===== src/rtl/sdsc_pkg.sv =====
// ----------------------------------------------------------------------------
// sdsc_pkg
// Types and constants shared by the SD SPI-mode command engine modules.
// ----------------------------------------------------------------------------
package sdsc_pkg;

    // Item operation codes
    localparam logic OP_START    = 1'b0;
    localparam logic OP_RECEIVED = 1'b1;

    // Configuration register indexes
    localparam logic CFG_BUSY_TIMEOUT     = 1'b0;
    localparam logic CFG_RESPONSE_TIMEOUT = 1'b1;

    // Response modes
    localparam logic [1:0] MODE_NONE = 2'd0;
    localparam logic [1:0] MODE_R1   = 2'd1;
    localparam logic [1:0] MODE_R2   = 2'd2;
    localparam logic [1:0] MODE_R6   = 2'd3;

    // Completion status codes
    localparam logic [1:0] STAT_OK        = 2'd0;
    localparam logic [1:0] STAT_BUSY      = 2'd1;
    localparam logic [1:0] STAT_NO_RESP   = 2'd2;

    // Fixed byte values
    localparam logic [7:0]  CMD_START_BITS = 8'h40;
    localparam logic [7:0]  CRC_CMD0       = 8'h95;
    localparam logic [7:0]  IDLE_BYTE      = 8'hFF;
    localparam logic [15:0] RESP_BUSY      = 16'hFFFF;
    localparam logic [15:0] RESP_NO_START  = 16'hFFFE;
    localparam logic [2:0]  LAST_FRAME_IDX = 3'd5;

    // Reset values of the configuration registers
    localparam logic [9:0] BUSY_TIMEOUT_RST     = 10'd50;
    localparam logic [5:0] RESPONSE_TIMEOUT_RST = 6'd6;

    // Command sequencer phase, one-hot
    typedef enum logic [4:0] {
        PH_IDLE    = 5'b00001,
        PH_BUSY    = 5'b00010,
        PH_FRAME   = 5'b00100,
        PH_SEARCH  = 5'b01000,
        PH_COLLECT = 5'b10000
    } t_phase;

    // Input item
    typedef struct packed {
        logic        operation;
        logic [5:0]  command_index;
        logic [31:0] argument;
        logic [1:0]  response_mode;
        logic [7:0]  miso_byte;
    } t_in_item;

    // Result item
    typedef struct packed {
        logic [7:0]  mosi_byte;
        logic        exchange;
        logic        done_res;
        logic [15:0] response;
        logic [1:0]  status;
    } t_out_item;

    // Configuration registers as seen by the core
    typedef struct packed {
        logic [9:0] busy_timeout;
        logic [5:0] response_timeout;
    } t_cfg;

endpackage


===== src/rtl/sdsc_core.sv =====
// ----------------------------------------------------------------------------
// sdsc_core
// Command sequencer state and the combinational step logic for one item.
// ----------------------------------------------------------------------------
module sdsc_core
    import sdsc_pkg::*;
(
    input  logic      i_clk,
    input  logic      i_rst_n,
    input  logic      i_fire,
    input  t_in_item  i_item,
    input  t_cfg      i_cfg,
    output t_out_item o_res
);

    t_phase      r_phase,         n_phase;
    logic [2:0]  r_byte_index,    n_byte_index;
    logic [9:0]  r_wait_count,    n_wait_count;
    logic [5:0]  r_held_command,  n_held_command;
    logic [31:0] r_held_argument, n_held_argument;
    logic [1:0]  r_held_mode,     n_held_mode;
    logic [15:0] r_resp_shift,    n_resp_shift;

    // Byte k of the six-byte command frame
    function automatic logic [7:0] frame_byte(input logic [5:0] cmd,
                                              input logic [31:0] arg,
                                              input logic [2:0] k);
        logic [7:0] b;
        case (k)
            3'd0:    b = {2'b00, cmd} | CMD_START_BITS;
            3'd1:    b = arg[31:24];
            3'd2:    b = arg[23:16];
            3'd3:    b = arg[15:8];
            3'd4:    b = arg[7:0];
            default: b = (cmd == 6'd0) ? CRC_CMD0 : IDLE_BYTE;
        endcase
        return b;
    endfunction

    logic [2:0]  idx_inc;
    logic [2:0]  need;
    logic [15:0] shift_next;

    assign idx_inc    = r_byte_index + 3'd1;
    assign need       = (r_held_mode == MODE_R2) ? 3'd2 : 3'd6;
    assign shift_next = {r_resp_shift[7:0], i_item.miso_byte};

    // Step logic: next state and result for the item in the input register
    always_comb begin
        n_phase         = r_phase;
        n_byte_index    = r_byte_index;
        n_wait_count    = r_wait_count;
        n_held_command  = r_held_command;
        n_held_argument = r_held_argument;
        n_held_mode     = r_held_mode;
        n_resp_shift    = r_resp_shift;
        o_res           = '{mosi_byte: IDLE_BYTE, exchange: 1'b1, done_res: 1'b0,
                            response: 16'd0, status: STAT_OK};

        if (i_item.operation == OP_START) begin
            n_held_command  = i_item.command_index;
            n_held_argument = i_item.argument;
            n_held_mode     = i_item.response_mode;
            n_resp_shift    = 16'd0;
            n_byte_index    = 3'd0;
            n_wait_count    = 10'd0;
            n_phase         = PH_BUSY;
        end else begin
            case (r_phase)
                PH_BUSY: begin
                    if (i_item.miso_byte[0]) begin
                        n_phase         = PH_FRAME;
                        n_byte_index    = 3'd0;
                        o_res.mosi_byte = frame_byte(r_held_command, r_held_argument, 3'd0);
                    end else if (r_wait_count >= i_cfg.busy_timeout) begin
                        n_phase        = PH_IDLE;
                        n_byte_index   = 3'd0;
                        n_wait_count   = 10'd0;
                        o_res.exchange = 1'b0;
                        o_res.done_res = 1'b1;
                        o_res.response = RESP_BUSY;
                        o_res.status   = STAT_BUSY;
                    end else begin
                        n_wait_count = r_wait_count + 10'd1;
                    end
                end
                PH_FRAME: begin
                    if (r_byte_index < LAST_FRAME_IDX) begin
                        n_byte_index    = idx_inc;
                        o_res.mosi_byte = frame_byte(r_held_command, r_held_argument,
                                                     idx_inc);
                    end else if (r_held_mode == MODE_NONE) begin
                        n_phase        = PH_IDLE;
                        n_byte_index   = 3'd0;
                        n_wait_count   = 10'd0;
                        o_res.exchange = 1'b0;
                        o_res.done_res = 1'b1;
                    end else begin
                        n_phase      = PH_SEARCH;
                        n_wait_count = 10'd0;
                    end
                end
                PH_SEARCH: begin
                    if (!i_item.miso_byte[7]) begin
                        n_resp_shift = {8'd0, i_item.miso_byte};
                        if (r_held_mode == MODE_R1) begin
                            n_phase        = PH_IDLE;
                            n_byte_index   = 3'd0;
                            n_wait_count   = 10'd0;
                            o_res.exchange = 1'b0;
                            o_res.done_res = 1'b1;
                            o_res.response = {8'd0, i_item.miso_byte};
                        end else begin
                            n_phase      = PH_COLLECT;
                            n_byte_index = 3'd1;
                        end
                    end else if (r_wait_count >= {4'd0, i_cfg.response_timeout}) begin
                        n_phase        = PH_IDLE;
                        n_byte_index   = 3'd0;
                        n_wait_count   = 10'd0;
                        o_res.exchange = 1'b0;
                        o_res.done_res = 1'b1;
                        o_res.response = RESP_NO_START;
                        o_res.status   = STAT_NO_RESP;
                    end else begin
                        n_wait_count = r_wait_count + 10'd1;
                    end
                end
                PH_COLLECT: begin
                    n_resp_shift = shift_next;
                    n_byte_index = idx_inc;
                    if (idx_inc >= need) begin
                        n_phase        = PH_IDLE;
                        n_byte_index   = 3'd0;
                        n_wait_count   = 10'd0;
                        o_res.exchange = 1'b0;
                        o_res.done_res = 1'b1;
                        o_res.response = (r_held_mode == MODE_R2) ? shift_next
                                                                  : {8'd0, i_item.miso_byte};
                    end
                end
                default: begin
                    // received byte with no command running: ignored
                    n_phase        = PH_IDLE;
                    o_res.exchange = 1'b0;
                end
            endcase
        end
    end

    // State registers, updated once per processed item
    always_ff @(posedge i_clk) begin
        if (!i_rst_n) begin
            r_phase         <= PH_IDLE;
            r_byte_index    <= 3'd0;
            r_wait_count    <= 10'd0;
            r_held_command  <= 6'd0;
            r_held_argument <= 32'd0;
            r_held_mode     <= MODE_NONE;
            r_resp_shift    <= 16'd0;
        end else if (i_fire) begin
            r_phase         <= n_phase;
            r_byte_index    <= n_byte_index;
            r_wait_count    <= n_wait_count;
            r_held_command  <= n_held_command;
            r_held_argument <= n_held_argument;
            r_held_mode     <= n_held_mode;
            r_resp_shift    <= n_resp_shift;
        end
    end

    // A finished command leaves the sequencer idle with counters cleared
    a_done_idle: assert property (@(posedge i_clk) disable iff (!i_rst_n)
        i_fire && o_res.done_res |=> r_phase == PH_IDLE && r_wait_count == 10'd0)
        else $error("sdsc_core: completion did not return to idle");

    // A start always restarts the busy poll from zero
    a_start_busy: assert property (@(posedge i_clk) disable iff (!i_rst_n)
        i_fire && i_item.operation == OP_START |=> r_phase == PH_BUSY
            && r_wait_count == 10'd0 && r_byte_index == 3'd0)
        else $error("sdsc_core: start did not enter busy poll");

    // Frame index never runs past the CRC byte
    a_frame_idx: assert property (@(posedge i_clk) disable iff (!i_rst_n)
        r_phase == PH_FRAME |-> r_byte_index <= LAST_FRAME_IDX)
        else $error("sdsc_core: frame index out of range");

    // Collection index stays between the first and the last response byte
    a_collect_idx: assert property (@(posedge i_clk) disable iff (!i_rst_n)
        r_phase == PH_COLLECT |-> r_byte_index >= 3'd1 && r_byte_index <= 3'd5)
        else $error("sdsc_core: collect index out of range");

endmodule


===== src/rtl/sd_spi_command_engine.sv =====
// An accepted item is held in the input register, and its result is registered
// in the result register before it is presented. The engine takes one item per
// cycle while the output is not stalled; each item drives at most one SPI byte exchange.
// The input register and the result register form two skid-free stages.
// Reset (synchronous, active low) empties both stages, sets the sequencer
// idle and loads the timeouts with busy 50 and response 6.
// ----------------------------------------------------------------------------
// sd_spi_command_engine
// Host-side SD SPI-mode command engine: busy poll, command frame, response
// search and collection, at most one byte exchange per item.
// ----------------------------------------------------------------------------
module sd_spi_command_engine
    import sdsc_pkg::*;
(
    input  logic      i_clk,
    input  logic      i_rst_n,
    input  logic      i_in_valid,
    output logic      o_in_ready,
    input  t_in_item  i_in_data,
    output logic      o_out_valid,
    input  logic      i_out_ready,
    output t_out_item o_out_data,
    input  logic      i_cfg_valid,
    output logic      o_cfg_ready,
    input  logic      i_cfg_index,
    input  logic [9:0] i_cfg_data
);

    logic      r_in_valid;
    t_in_item  r_in;
    logic      r_out_valid;
    t_out_item r_out;
    t_cfg      r_cfg;
    t_out_item step_res;
    logic      fire;

    // Item in the input register moves on when the result register frees up
    assign fire        = r_in_valid && (!r_out_valid || i_out_ready);
    assign o_in_ready  = !r_in_valid || fire;
    assign o_cfg_ready = 1'b1;
    assign o_out_valid = r_out_valid;
    assign o_out_data  = r_out;

    // Configuration registers
    always_ff @(posedge i_clk) begin
        if (!i_rst_n) begin
            r_cfg.busy_timeout     <= BUSY_TIMEOUT_RST;
            r_cfg.response_timeout <= RESPONSE_TIMEOUT_RST;
        end else if (i_cfg_valid) begin
            case (i_cfg_index)
                CFG_BUSY_TIMEOUT:     r_cfg.busy_timeout     <= i_cfg_data;
                CFG_RESPONSE_TIMEOUT: r_cfg.response_timeout <= i_cfg_data[5:0];
                default: ;
            endcase
        end
    end

    // Input stage
    always_ff @(posedge i_clk) begin
        if (!i_rst_n) begin
            r_in_valid <= 1'b0;
        end else if (o_in_ready) begin
            r_in_valid <= i_in_valid;
        end
    end

    always_ff @(posedge i_clk) begin
        if (i_in_valid && o_in_ready) begin
            r_in <= i_in_data;
        end
    end

    // Step logic and sequencer state
    sdsc_core u_core (
        .i_clk   (i_clk),
        .i_rst_n (i_rst_n),
        .i_fire  (fire),
        .i_item  (r_in),
        .i_cfg   (r_cfg),
        .o_res   (step_res)
    );

    // Result stage
    always_ff @(posedge i_clk) begin
        if (!i_rst_n) begin
            r_out_valid <= 1'b0;
        end else if (fire) begin
            r_out_valid <= 1'b1;
        end else if (i_out_ready) begin
            r_out_valid <= 1'b0;
        end
    end

    always_ff @(posedge i_clk) begin
        if (fire) begin
            r_out <= step_res;
        end
    end

endmodule

===== config.mk =====
export PLATFORM = sky130hd
export DESIGN_NAME = sd_spi_command_engine
export DESIGN_NICKNAME = d
export VERILOG_FILES = /design/src/rtl/sdsc_pkg.sv /design/src/rtl/sdsc_core.sv /design/src/rtl/sd_spi_command_engine.sv
export SDC_FILE = /design/constraint.sdc
export NUM_CORES = 1
export LEC_CHECK = 0
export BUFFER_PORTS_ARGS = -buffer_cell sky130_fd_sc_hd__buf_2
export CAP_MARGIN = 10
export CELL_PAD_IN_SITES_DETAIL_PLACEMENT = 2
export CELL_PAD_IN_SITES_GLOBAL_PLACEMENT = 2
export CORE_AREA = 2 2 143 145
export DETAILED_ROUTE_END_ITERATION = 8
export DIE_AREA = 0 0 145 147
export PLACE_DENSITY_LB_ADDON = 0.1
export SLEW_MARGIN = 20
export SYNTH_ARGS = -nofsm -noshare
export SYNTH_HDL_FRONTEND = slang
export SYNTH_SLANG_ARGS = --single-unit

===== constraint.sdc =====
create_clock -name i_clk -period 4.3 [get_ports i_clk]
set_clock_uncertainty 0.15 [all_clocks]
set_input_delay 0.43 -clock i_clk [delete_from_list [all_inputs] [get_ports i_clk]]
set_output_delay 0.43 -clock i_clk [all_outputs]
set_load 0.05 [all_outputs]

==> flow_summary.json <==
{
  "root_buffer": "clkbuf_16",
  "syn-cell-area_sq_um": 7027,
  "outcome": "finished, final reports clean",
  "cts_buffer_depth": 2,
  "tightest_slew_ns": 1.000,
  "cts-hold-fix-buffers": 22,
  "antenna_found_initial": 0,
  "ios": 96,
  "cts_tree": "yes",
  "rr_endpoint": "u_core.r_wait_count[2]",
  "antenna_cells": 0,
  "areaGrowthSynthToFinish_pct": 22.38,
  "ys_top_cells_by_area": "edfxtp_1 33%, dfxtp_1 24%, nand2_1 8.4%, a21oi_1 6.6%, ha_1 4.1%",
  "cts_setup_buffers": 0,
  "clk_pin_slew_ns": 0.07,
  "yosys_warnings": 0,
  "drtIter0Drc": 286,
  "port_buffers": 94,
  "crit_fanout": 16,
  "cp_top_family": "simple AND/OR/NAND/NOR gates",
  "synth_async_sr_flop_share": 0,
  "end_kind": "register",
  "cpPeakStageDelay_ns": 0.52,
  "gp_congestion": 0.8094,
  "dr.pass1.iters": 4,
  "wl_mm": 20.82,
  "fmax_ghz": 0.2653,
  "stdcell_area_sq_um": 8600,
  "r2r_start": "u_core.r_byte_index[0]",
  "worstSkewPairLatency_ns": 0.44,
  "critical_path_class": "register to register",
  "num_rows": 52,
  "yosysTopAreaCell": "edfxtp_1",
  "via_count": 5793,
  "synthDistinctLibCells": 56,
  "hold_violations": 0,
  "min_path_type": "input pin to register",
  "drv_slew": 0,
  "start_kind": "register",
  "wire_per_inst_um": 18.72,
  "setup_viol": 0,
  "synth-edff-count": 77,
  "maxCapViolations": 0,
  "powerDensity_nw_per_um2": 403.4,
  "die_y_um": 147,
  "preCtsSetupSlack_ns": 0.5695,
  "ys_seq_area_frac": 0.5684,
  "viasPerCell": 5.210,
  "initial_core_util": 0.3541,
  "tns_ns": 0,
  "drive_above_1_share": 0.1698,
  "grt_max_degree": 54,
  "syn_nets": 814,
  "min_from": "i_in_data[11]",
  "whs_endpoint": "r_in[11]",
  "worstPathArrival_ns": 3.99,
  "peakVddDrop_uv": 327.6,
  "p_leak_nw": 3.167,
  "min_path_cells": 1,
  "setup_ws_ns": 0.5306,
  "synth_cells": 726,
  "cts_buffers": 17,
  "clock_sinks": 161,
  "avgSynthCellArea_sq_um": 9.679,
  "fin_nets": 917,
  "ant_nets": 0,
  "cpMostUsedCell": "ha_1",
  "rsz0062_at_grt": "no",
  "reg2reg_setup_slack_ns": 0.53,
  "final_cell_mix": "158 x nand2_1, 94 x buf_2, 93 x a21oi_1",
  "path_cells": "ha_1, xnor2_1, inv_1, ha_1, o21a_1, nor4_1, a311o_1, or3_1, or4_1, o211ai_2",
  "core_sq_um": 19840,
  "ys.flop_type": "dfxtp_1",
  "slew_headroom": 0.3333,
  "finalCritPeriodShare": 0.8766,
  "grt_pass1_wl_mm": 33.91,
  "synth_top_area_share": 0.3291,
  "grt_overflow": 0,
  "critical_path_buf_inv_count": 1,
  "cpMaxStageDelayCell": "or3_1",
  "h-tree-depth": 4,
  "fin_crit_ns": 3.769,
  "final_common_cell": "nand2_1",
  "synth-seq-cells": 161,
  "place_area_sq_um": 7719,
  "dp_hpwl_mm": 14.75,
  "drcViolationCount": 0,
  "first_global_vias": 6366,
  "fin_hold_ws_ns": 0.01656,
  "regArea_sq_um": 3994,
  "fillCellCount": 2166,
  "dieArea_sq_um": 21320,
  "cp_data_required_time_ns": 4.52,
  "ff2ff_path_depth": 10,
  "die_w_um": 145,
  "globalRouteTotalUtil": 0.2018,
  "multi_input_area_sq_um": 2766,
  "fin_util": 0.4334,
  "ctsResizeCount": 0
}
Yosys cell counts (all sizes together), types with 2 or more instances:
master and n:
a211oi 6, a21oi 93, a222oi 5, a22oi 8
a311o 2, a311oi 5, a31oi 6, a41oi 3
and2 3, and3 6, buf 10, clkbuf 35
dfxtp 84, edfxtp 77, ha 23, inv 24
mux2i 4, nand2 158, nand2b 10, nand3 23
nand4 5, nand4b 3, nor2 39, nor2b 7
nor3 10, nor3b 2, nor4 2, o211ai 10
o21a 2, o21ai 17, o221ai 9, o22ai 3
or2 3, or3 5, or3b 2, or4 5
or4b 2, xor2 3
per-layer routing:
| layer | up-vias | part of all wire | global-route usage | wire [um] |
|---|---|---|---|---|
| li1 | 2810 | - | - | - |
| met1 | 2874 | 0.46 | 0.2541 | 9484 |
| met2 | 94 | 0.51 | 0.3550 | 10530 |
| met3 | 15 | 0.031 | 0.04689 | 639 |
| met4 | 0 | 0.0077 | 0.04356 | 160 |
| met5 | - | 0 | 0 | 0 |
power by group:
| part | leakage [nW] | switching [mW] | internal, mW | total, mW |
|---|---|---|---|---|
| sequential | 1.41 | 0.0341 | 1.67 | 1.70 |
| clock | 0.292 | 0.739 | 0.789 | 1.53 |
| combinational | 1.47 | 0.156 | 0.0853 | 0.241 |
| total | 3.17 | 0.929 | 2.54 | 3.47 |
cell type report:
type / count / area share
Sequential cell: 161 / 0.4644
Multi-Input combinational cell: 496 / 0.3217
Timing Repair Buffer: 129 / 0.09312
Clock buffer: 17 / 0.04947
Tap cell: 270 / 0.03928
Clock inverter: 15 / 0.02153
Inverter: 24 / 0.01048
worst max-delay path by stage:
| stage | slack, ns | start | cells after the start | end |
|---|---|---|---|---|
| floorplan | 0.93 | u_core.r_byte_index[0] | 12 | u_core.r_wait_count[2] |
| CTS | 0.53 | u_core.r_byte_index[0] | 10 | u_core.r_wait_count[2] |
| detailed placement | 0.57 | u_core.r_byte_index[0] | 10 | u_core.r_wait_count[2] |
| global placement | 0.75 | u_core.r_byte_index[0] | 10 | u_core.r_wait_count[2] |
| global route | 0.31 | u_core.r_byte_index[0] | 10 | u_core.r_wait_count[2] |
| finish | 0.53 | u_core.r_byte_index[0] | 10 | u_core.r_wait_count[2] |
stage by stage:
stage	total power [mW]	instances
after CTS	3.506	1107
after floorplan	1.865	726
after detailed placement	1.959	1053
final	3.469	1112
after global routing	3.597	1112
after global placement	1.942	1053
state kept, by name (all words and copies together), names as in the netlist:
signal / cells
u_core.r_held_argument: 32
u_core.r_byte_index: 3
u_core.r_held_mode: 2
r_in: 49
u_core.r_phase: 5
u_core.r_resp_shift: 8
o_out_valid: 1
u_core.r_wait_count: 10
u_core.r_held_command: 6
r_cfg: 16
o_out_data: 28
r_in_valid: 1
logic make-up after synthesis:
group | Yosys count | synth area share
mux | 4 | 0.005698
other cells | 1 | 0.0005337
simple gates | 288 | 0.1857
compound gates | 176 | 0.1546
xor+xnor | 4 | 0.004987
fa+ha+maj | 23 | 0.04095
flops | 161 | 0.5684
buf+inv | 69 | 0.03917
(Power assumes the default switching activity.)
